`src/hw/rtl/terminal_line_editor_unit_defines.svh`:
```
// Assertion macros shared by the line editor RTL.
// Needs aclk and aresetn in the scope of each use.
`ifndef TERMINAL_LINE_EDITOR_UNIT_DEFINES_SVH
`define TERMINAL_LINE_EDITOR_UNIT_DEFINES_SVH

`define TLE_ASSERT_IMPLIES(label, ante, cons, msg) \
    label: assert property (@(posedge aclk) disable iff (!aresetn) (ante) |-> (cons)) \
        else $error(msg);

`define TLE_ASSERT_NEXT(label, ante, cons, msg) \
    label: assert property (@(posedge aclk) disable iff (!aresetn) (ante) |=> (cons)) \
        else $error(msg);

`endif

```
`src/hw/rtl/tle_pkg.sv`:
```
// Shared constants and types of the terminal line editor.
// No dependencies; used by tle_decode and terminal_line_editor_unit.
package tle_pkg;

    localparam logic [7:0] CH_DEL      = 8'h7F;
    localparam logic [7:0] CH_ESC      = 8'h1B;
    localparam logic [7:0] CH_BS       = 8'h08;
    localparam logic [7:0] CH_CR       = 8'h0D;
    localparam logic [7:0] CH_LF       = 8'h0A;
    localparam logic [7:0] CH_SP       = 8'h20;
    localparam logic [7:0] CH_LBRACKET = 8'h5B;
    localparam logic [7:0] CH_A        = 8'h41;
    localparam logic [7:0] CH_D        = 8'h44;
    localparam logic [7:0] CH_NUL      = 8'h00;

    localparam logic [7:0] LIMIT_RESET = 8'd64;
    localparam logic [7:0] COUNT_MAX   = 8'hFF;

    localparam logic [1:0] ESC_NONE = 2'd0;
    localparam logic [1:0] ESC_SEEN = 2'd1;
    localparam logic [1:0] ESC_CSI  = 2'd2;

    localparam int OUT_W = 40;

    typedef enum logic [1:0] {
        KIND_CHAR = 2'd0,
        KIND_BS   = 2'd1,
        KIND_LF   = 2'd2
    } kind_t;

    typedef struct packed {
        logic [1:0] esc_phase;
        logic [7:0] line_count;
    } edit_state_t;

    typedef struct packed {
        logic       emit;
        kind_t      kind;
        logic [7:0] echo_char;
        logic       store_valid;
        logic [7:0] store_index;
        logic [7:0] store_char;
        logic       overflow;
        logic [7:0] length;
    } res_desc_t;

endpackage

```
`src/hw/rtl/terminal_line_editor_unit.sv`:
```
// Terminal line editor: one received byte in, up to three echo/store requests out.
// The first result is registered and offered in the cycle after the byte is accepted.
// The output register gives one result per cycle while m_tready is high; a backspace
// gives three results, a line feed two, any other echoed byte one, a dropped byte none.
// A new byte is taken in the cycle the final result of the previous one leaves.
// Reset (aresetn low, synchronous): line length 0, no escape sequence, limit 64.
`include "terminal_line_editor_unit_defines.svh"

module terminal_line_editor_unit
    import tle_pkg::*;
(
    input  logic             aclk,
    input  logic             aresetn,

    input  logic             s_tvalid,
    output logic             s_tready,
    input  logic [7:0]       s_tdata,   // [7:0] raw_byte

    output logic             m_tvalid,
    input  logic             m_tready,
    output logic [OUT_W-1:0] m_tdata,   // [0] echo_valid, [8:1] echo_byte,
                                        // [9] store_valid, [17:10] store_index,
                                        // [25:18] store_char, [26] line_done,
                                        // [27] line_overflow, [35:28] line_length
    output logic             m_tlast,

    input  logic             cfg_valid,
    output logic             cfg_ready,
    input  logic [7:0]       cfg_data   // [7:0] line_limit
);

    edit_state_t state_reg;
    edit_state_t state_next;
    res_desc_t   desc_reg;
    res_desc_t   desc_next;
    logic        busy_reg;
    logic        busy_next;
    logic [1:0]  pos_reg;
    logic [1:0]  pos_next;
    logic [7:0]  limit_reg;

    logic        s_fire;
    logic        m_fire;
    logic        at_last;
    logic [1:0]  last_pos;
    logic        first;
    logic [7:0]  echo_byte;
    logic        line_done;

    tle_decode u_decode (
        .raw_byte   (s_tdata),
        .line_limit (limit_reg),
        .cur_state  (state_reg),
        .next_state (state_next),
        .desc       (desc_next)
    );

    always_comb begin
        case (desc_reg.kind)
            KIND_BS: last_pos = 2'd2;
            KIND_LF: last_pos = 2'd1;
            default: last_pos = 2'd0;
        endcase
    end

    assign at_last   = (pos_reg == last_pos);
    assign m_fire    = busy_reg && m_tready;
    assign s_tready  = !busy_reg || (m_tready && at_last);
    assign s_fire    = s_tvalid && s_tready;
    assign cfg_ready = 1'b1;

    always_comb begin
        busy_next = busy_reg;
        pos_next  = pos_reg;
        if (m_fire) begin
            if (at_last) begin
                busy_next = 1'b0;
            end else begin
                pos_next = pos_reg + 2'd1;
            end
        end
        if (s_fire && desc_next.emit) begin
            busy_next = 1'b1;
            pos_next  = 2'd0;
        end
    end

    always_ff @(posedge aclk) begin
        if (!aresetn) begin
            state_reg <= '0;
            busy_reg  <= 1'b0;
            pos_reg   <= 2'd0;
            limit_reg <= LIMIT_RESET;
        end else begin
            busy_reg <= busy_next;
            pos_reg  <= pos_next;
            if (s_fire) begin
                state_reg <= state_next;
            end
            if (cfg_valid && cfg_ready) begin
                limit_reg <= cfg_data;
            end
        end
    end

    always_ff @(posedge aclk) begin
        if (s_fire && desc_next.emit) begin
            desc_reg <= desc_next;
        end
    end

    always_comb begin
        first = (pos_reg == 2'd0);
        case (desc_reg.kind)
            KIND_BS: echo_byte = (pos_reg == 2'd1) ? CH_SP : CH_BS;
            KIND_LF: echo_byte = first ? CH_LF : CH_CR;
            default: echo_byte = desc_reg.echo_char;
        endcase
        line_done = first && (desc_reg.kind == KIND_LF);
    end

    assign m_tvalid = busy_reg;
    assign m_tlast  = at_last;
    assign m_tdata  = {4'b0,
                       line_done ? desc_reg.length : 8'd0,
                       line_done && desc_reg.overflow,
                       line_done,
                       first ? desc_reg.store_char : 8'd0,
                       first ? desc_reg.store_index : 8'd0,
                       first && desc_reg.store_valid,
                       echo_byte,
                       1'b1};

    `TLE_ASSERT_IMPLIES(a_hold_input, busy_reg && !(m_tready && at_last), !s_tready, "input taken while results pending")
    `TLE_ASSERT_IMPLIES(a_store_in_limit, m_tvalid && m_tdata[9], m_tdata[17:10] < limit_reg, "store beyond line limit")
    `TLE_ASSERT_NEXT(a_load_first, s_fire && desc_next.emit, m_tvalid && pos_reg == 2'd0, "new result set not at first slot")
    `TLE_ASSERT_IMPLIES(a_done_on_lf, m_tvalid && m_tdata[26], desc_reg.kind == KIND_LF && !m_tlast, "line status outside first line feed result")

endmodule

```
`src/hw/rtl/tle_decode.sv`:
```
// Byte mapping, escape filter and line bookkeeping for one received byte.
// Combinational; depends on tle_pkg.
module tle_decode
    import tle_pkg::*;
(
    input  logic [7:0]  raw_byte,
    input  logic [7:0]  line_limit,
    input  edit_state_t cur_state,
    output edit_state_t next_state,
    output res_desc_t   desc
);

    logic [7:0] c;
    logic       drop;
    logic [8:0] count_inc;

    always_comb begin
        c = raw_byte;
        if (raw_byte == CH_DEL) begin
            c = CH_BS;
        end else if (raw_byte == CH_CR) begin
            c = CH_LF;
        end

        drop       = 1'b0;
        next_state = cur_state;
        count_inc  = {1'b0, cur_state.line_count} + 9'd1;
        desc       = '0;
        desc.kind  = KIND_CHAR;

        if (c == CH_ESC) begin
            next_state.esc_phase = ESC_SEEN;
            drop = 1'b1;
        end else if (cur_state.esc_phase == ESC_SEEN) begin
            if (c == CH_LBRACKET) begin
                next_state.esc_phase = ESC_CSI;
                drop = 1'b1;
            end else begin
                next_state.esc_phase = ESC_NONE;
            end
        end else if (cur_state.esc_phase != ESC_NONE) begin
            next_state.esc_phase = ESC_NONE;
            if (c >= CH_A && c <= CH_D) begin
                drop = 1'b1;
            end
        end

        if (!drop) begin
            if (c == CH_BS) begin
                if (cur_state.line_count != 8'd0) begin
                    desc.emit  = 1'b1;
                    desc.kind  = KIND_BS;
                    next_state.line_count = cur_state.line_count - 8'd1;
                end
            end else if (c == CH_LF) begin
                desc.emit     = 1'b1;
                desc.kind     = KIND_LF;
                desc.length   = cur_state.line_count;
                desc.overflow = !(cur_state.line_count < line_limit);
                if (cur_state.line_count < line_limit) begin
                    desc.store_valid = 1'b1;
                    desc.store_index = cur_state.line_count;
                    desc.store_char  = CH_NUL;
                end
                next_state.line_count = 8'd0;
            end else begin
                desc.emit      = 1'b1;
                desc.kind      = KIND_CHAR;
                desc.echo_char = c;
                if (count_inc < {1'b0, line_limit}) begin
                    desc.store_valid = 1'b1;
                    desc.store_index = cur_state.line_count;
                    desc.store_char  = c;
                end
                if (cur_state.line_count != COUNT_MAX) begin
                    next_state.line_count = count_inc[7:0];
                end
            end
        end
    end

endmodule

```
`config.mk`:
```
export PLATFORM = sky130hd
export DESIGN_NAME = terminal_line_editor_unit
export DESIGN_NICKNAME = d
export VERILOG_FILES = /design/src/hw/rtl/tle_pkg.sv /design/src/hw/rtl/terminal_line_editor_unit.sv /design/src/hw/rtl/tle_decode.sv
export VERILOG_INCLUDE_DIRS = /design/src /design/src/hw/rtl
export SDC_FILE = /design/constraint.sdc
export NUM_CORES = 1
export LEC_CHECK = 0
export BUFFER_PORTS_ARGS = -buffer_cell sky130_fd_sc_hd__buf_4
export CAP_MARGIN = 40
export CORE_MARGIN = 2
export CORE_UTILIZATION = 44
export CTS_CLUSTER_SIZE = 20
export DETAILED_ROUTE_END_ITERATION = 6
export PLACE_DENSITY = 0.62
export SYNTH_ARGS = -nofsm -noshare
export SYNTH_HDL_FRONTEND = slang
export SYNTH_HIERARCHICAL = 1
export SYNTH_SLANG_ARGS = --single-unit
```
`constraint.sdc`:
```
create_clock -name aclk -period 6.03 [get_ports aclk]
set_input_delay 0.3015 -clock aclk [delete_from_list [all_inputs] [get_ports aclk]]
set_output_delay 0.3015 -clock aclk [all_outputs]
set_load 0.005 [all_outputs]
```
==> flow_metrics.env <==
export IMPL_fin_area_um2=4243
export IMPL_dp_hpwl_um=5736
export IMPL_die_h_um=94.91
export IMPL_holdWs_ns=0.1869
export IMPL_cp_start_kind="register"
export IMPL_worstReg2RegStart="state_reg[2]$_SDFFE_PN0P_"
export IMPL_hold_viol_final=0
export IMPL_rsz0062_at_grt="false"
export IMPL_critical_path_class="register to register"
export IMPL_grt_antenna_before_repair=0
export IMPL_drt_iter0_drc=164
export IMPL_via_per_inst=5.163
export IMPL_syn_avg_cell_area_um2=9.347
export IMPL_cts_buffer_depth=2
export IMPL_critPathTopFamily="simple AND/OR/NAND/NOR gates"
export IMPL_min_to="limit_reg[6]$_SDFFE_PN1P_"
export IMPL_placementRows=33
export IMPL_clock_fmax_mhz=325.1
export IMPL_grt_pass1_vias=2583
export IMPL_cts_resized=0
export IMPL_crit_arrival_ns=3.14
export IMPL_powerDensity_nw_per_um2=212.5
export IMPL_finalSetupTns_ns=0
export IMPL_start_util_pct=44.93
export IMPL_setup_violations=0
export IMPL_cp_num_buf_inv=0
export IMPL_grt_usage_pct=18.57
export IMPL_synth_edf_count=36
export IMPL_peakVddDrop_uv=90.43
export IMPL_placed_area_um2=4080
export IMPL_worstPathMaxFanout=13
export IMPL_clock_latency_ns=0.33
export IMPL_via_count=2819
export IMPL_hold_depth=3
export IMPL_path_clk_slew_ns=0.07
export IMPL_finalCritPeriodShare_pct=51.01
export IMPL_status="finished clean"
export IMPL_r2r_slack_ns=2.95
export IMPL_synth_warnings=6
export IMPL_async_flop_share_pct=0
export IMPL_detail_route_antenna_nets=0
export IMPL_cts_num_sinks=57
export IMPL_grt_pass1_wl_um=12850
export IMPL_ys_types=67
export IMPL_hp_start="cfg_data[6]"
export IMPL_die_width_um=94.91
export IMPL_hp_class="input port to register"
export IMPL_fin_worst_skew_ns=0.007433
export IMPL_synth_main_ff_cell="edfxtp_1"
export IMPL_period_minus_slack_ns=3.076
export IMPL_syn_instance_count=389
export IMPL_htreeDepth=3
export IMPL_ios=65
export IMPL_postCtsHoldBufs=0
export IMPL_route_detailed_drc=0
export IMPL_worst_path_max_delay_cell="dfxtp_1"
export IMPL_slew_headroom_pct=43.72
export IMPL_drv_slew=0
export IMPL_cap_violations=0
export IMPL_die_area_um2=9007
export IMPL_wl_per_cell_um=14.43
export IMPL_largest_register_ffs=36
export IMPL_r2r_end="desc_reg[22]$_DFFE_PP_"
export IMPL_synth_seq_area_share_pct=41.29
export IMPL_root_buffer="clkbuf_8"
export IMPL_netlist_area_um2=3636
export IMPL_cts_made_buffers=9
export IMPL_tightest_slew_ns=0.8442
export IMPL_utilization_pct=52.43
export IMPL_required_ns=6.09
export IMPL_antenna_cells=0
export IMPL_synthToLayoutAreaGrowth_pct=16.69
export IMPL_gp_congestion=0.8880
export IMPL_numPortBuffers=58
export IMPL_core_um2=8093
export IMPL_path_cells="and3_1 -> nand3_1 -> nor2_1 -> xor2_1 -> ha_1 -> and4_1 -> nand2_1 -> o2111a_1 -> a22oi_2 -> nor2b_1"
export IMPL_drive_above_1_share_pct=21.09
export IMPL_power_leakage_nw=1.792
export IMPL_post_cts_buffers=0
export IMPL_cts_tree="built"
export IMPL_r2r_cells=10
export IMPL_endpoint_kind="register"
export IMPL_crit_path_max_incr_delay_ns=0.60
export IMPL_totalWireLength_um=7877
export IMPL_grt_overflow_total=0
export IMPL_ys_ff_latch=57
export IMPL_grt_start_max_net_pins=37
export IMPL_drtPass1Iterations=5
export IMPL_nets=478
-- worst min-delay path, delay by kind of cell --
family                 cells  cell delay, ns
AND/OR/NAND/NOR            1            0.06
multiplexers               1            0.06
buffers and inverters      1            0.07
-- cell usage in the layout (no fill, tap or decap), drive strengths merged, types with 16 or more instances in the layout --
cell / instances
nor2b: 18
ha: 21
nand3: 22
edfxtp: 36
nor2: 22
and3: 16
inv: 23
o21ai: 23
dfxtp: 21
and2: 38
buf: 60
nand2: 30
-- cell families after synthesis --
group | count (synthesis) | synth area share [%]
fa+ha+maj | 21 | 7.226
flops | 57 | 41.29
simple gates | 167 | 25.47
mux | 11 | 3.063
compound gates | 70 | 13.70
other cells | 2 | 0.2065
buf+inv | 51 | 6.641
xor+xnor | 10 | 2.409
-- stage by stage --
stage	setup slack, ns	total power, mW	instances
floorplan	2.270	0.5585	393
global placement	3.105	0.6142	530
detailed placement	2.965	0.6165	530
CTS	2.963	0.9080	546
global route	2.705	0.9469	546
finish	2.954	0.9017	546
-- power by group --
group	internal [mW]	total (mW)	switching [mW]	leakage, nW
registers	0.439	0.450	0.0110	0.522
clock network	0.146	0.294	0.148	0.0818
logic	0.0733	0.158	0.0844	1.19
-- per-layer routing --
layer	global-route usage, %	vias up	wire length (um)	part of all wire (%)
met5	0	-	0	0
met4	5.193	0	98	1.2
met3	4.549	9	424	5.4
met2	29.20	76	3644	46
met1	25.48	1286	3710	47
li1	-	1448	-	-
-- cell usage after synthesis (3+ instances only) --
| library cell | number | share of area, % |
|---|---|---|
| edfxtp_1 | 36 | 30 |
| and2_1 | 35 | 6.0 |
| nand2_1 | 30 | 3.1 |
| inv_1 | 23 | 2.4 |
| nor2_1 | 22 | 2.3 |
| dfxtp_1 | 21 | 12 |
| ha_1 | 21 | 7.2 |
| nand3_1 | 20 | 2.8 |
| nor2b_1 | 18 | 3.1 |
| and3_1 | 16 | 2.8 |
| clkbuf_1 | 12 | 1.2 |
| o21ai_1 | 12 | 1.7 |
| a21oi_1 | 11 | 1.5 |
| mux2i_1 | 10 | 2.8 |
| o21ai_0 | 10 | 1.4 |
| buf_4 | 8 | 1.7 |
| xnor2_1 | 7 | 1.7 |
| a21o_1 | 6 | 1.2 |
| buf_2 | 4 | 0.55 |
| or2_2 | 4 | 0.69 |
| nor4_1 | 3 | 0.52 |
| o211ai_1 | 3 | 0.62 |
| xor2_1 | 3 | 0.72 |
-- cell type report --
class	count	area (um^2)
fill	769	3850
clock inverter	6	35.03
tap	105	131.4
multi-input combinational	285	1911
timing repair buffer	60	450.4
sequential	57	1501
inverter	23	86.33
clock buffer	10	127.6
-- how the worst max path moves through the flow --
| stage | startpoint | to | slack, ns | cells past startpoint |
|---|---|---|---|---|
| after global routing | state_reg[2]$_SDFFE_PN0P_ | desc_reg[21]$_DFFE_PP_ | 2.71 | 10 |
| final | state_reg[2]$_SDFFE_PN0P_ | desc_reg[22]$_DFFE_PP_ | 2.95 | 10 |
| after CTS | state_reg[2]$_SDFFE_PN0P_ | desc_reg[17]$_DFFE_PP_ | 2.96 | 10 |
| after global placement | state_reg[2]$_SDFFE_PN0P_ | desc_reg[23]$_DFFE_PP_ | 3.11 | 10 |
| after detailed placement | state_reg[2]$_SDFFE_PN0P_ | desc_reg[17]$_DFFE_PP_ | 2.97 | 10 |
| after floorplan | s_tdata[1] | desc_reg[0]$_DFFE_PP_ | 2.27 | 8 |
Power figures use the tool's default switching activity.
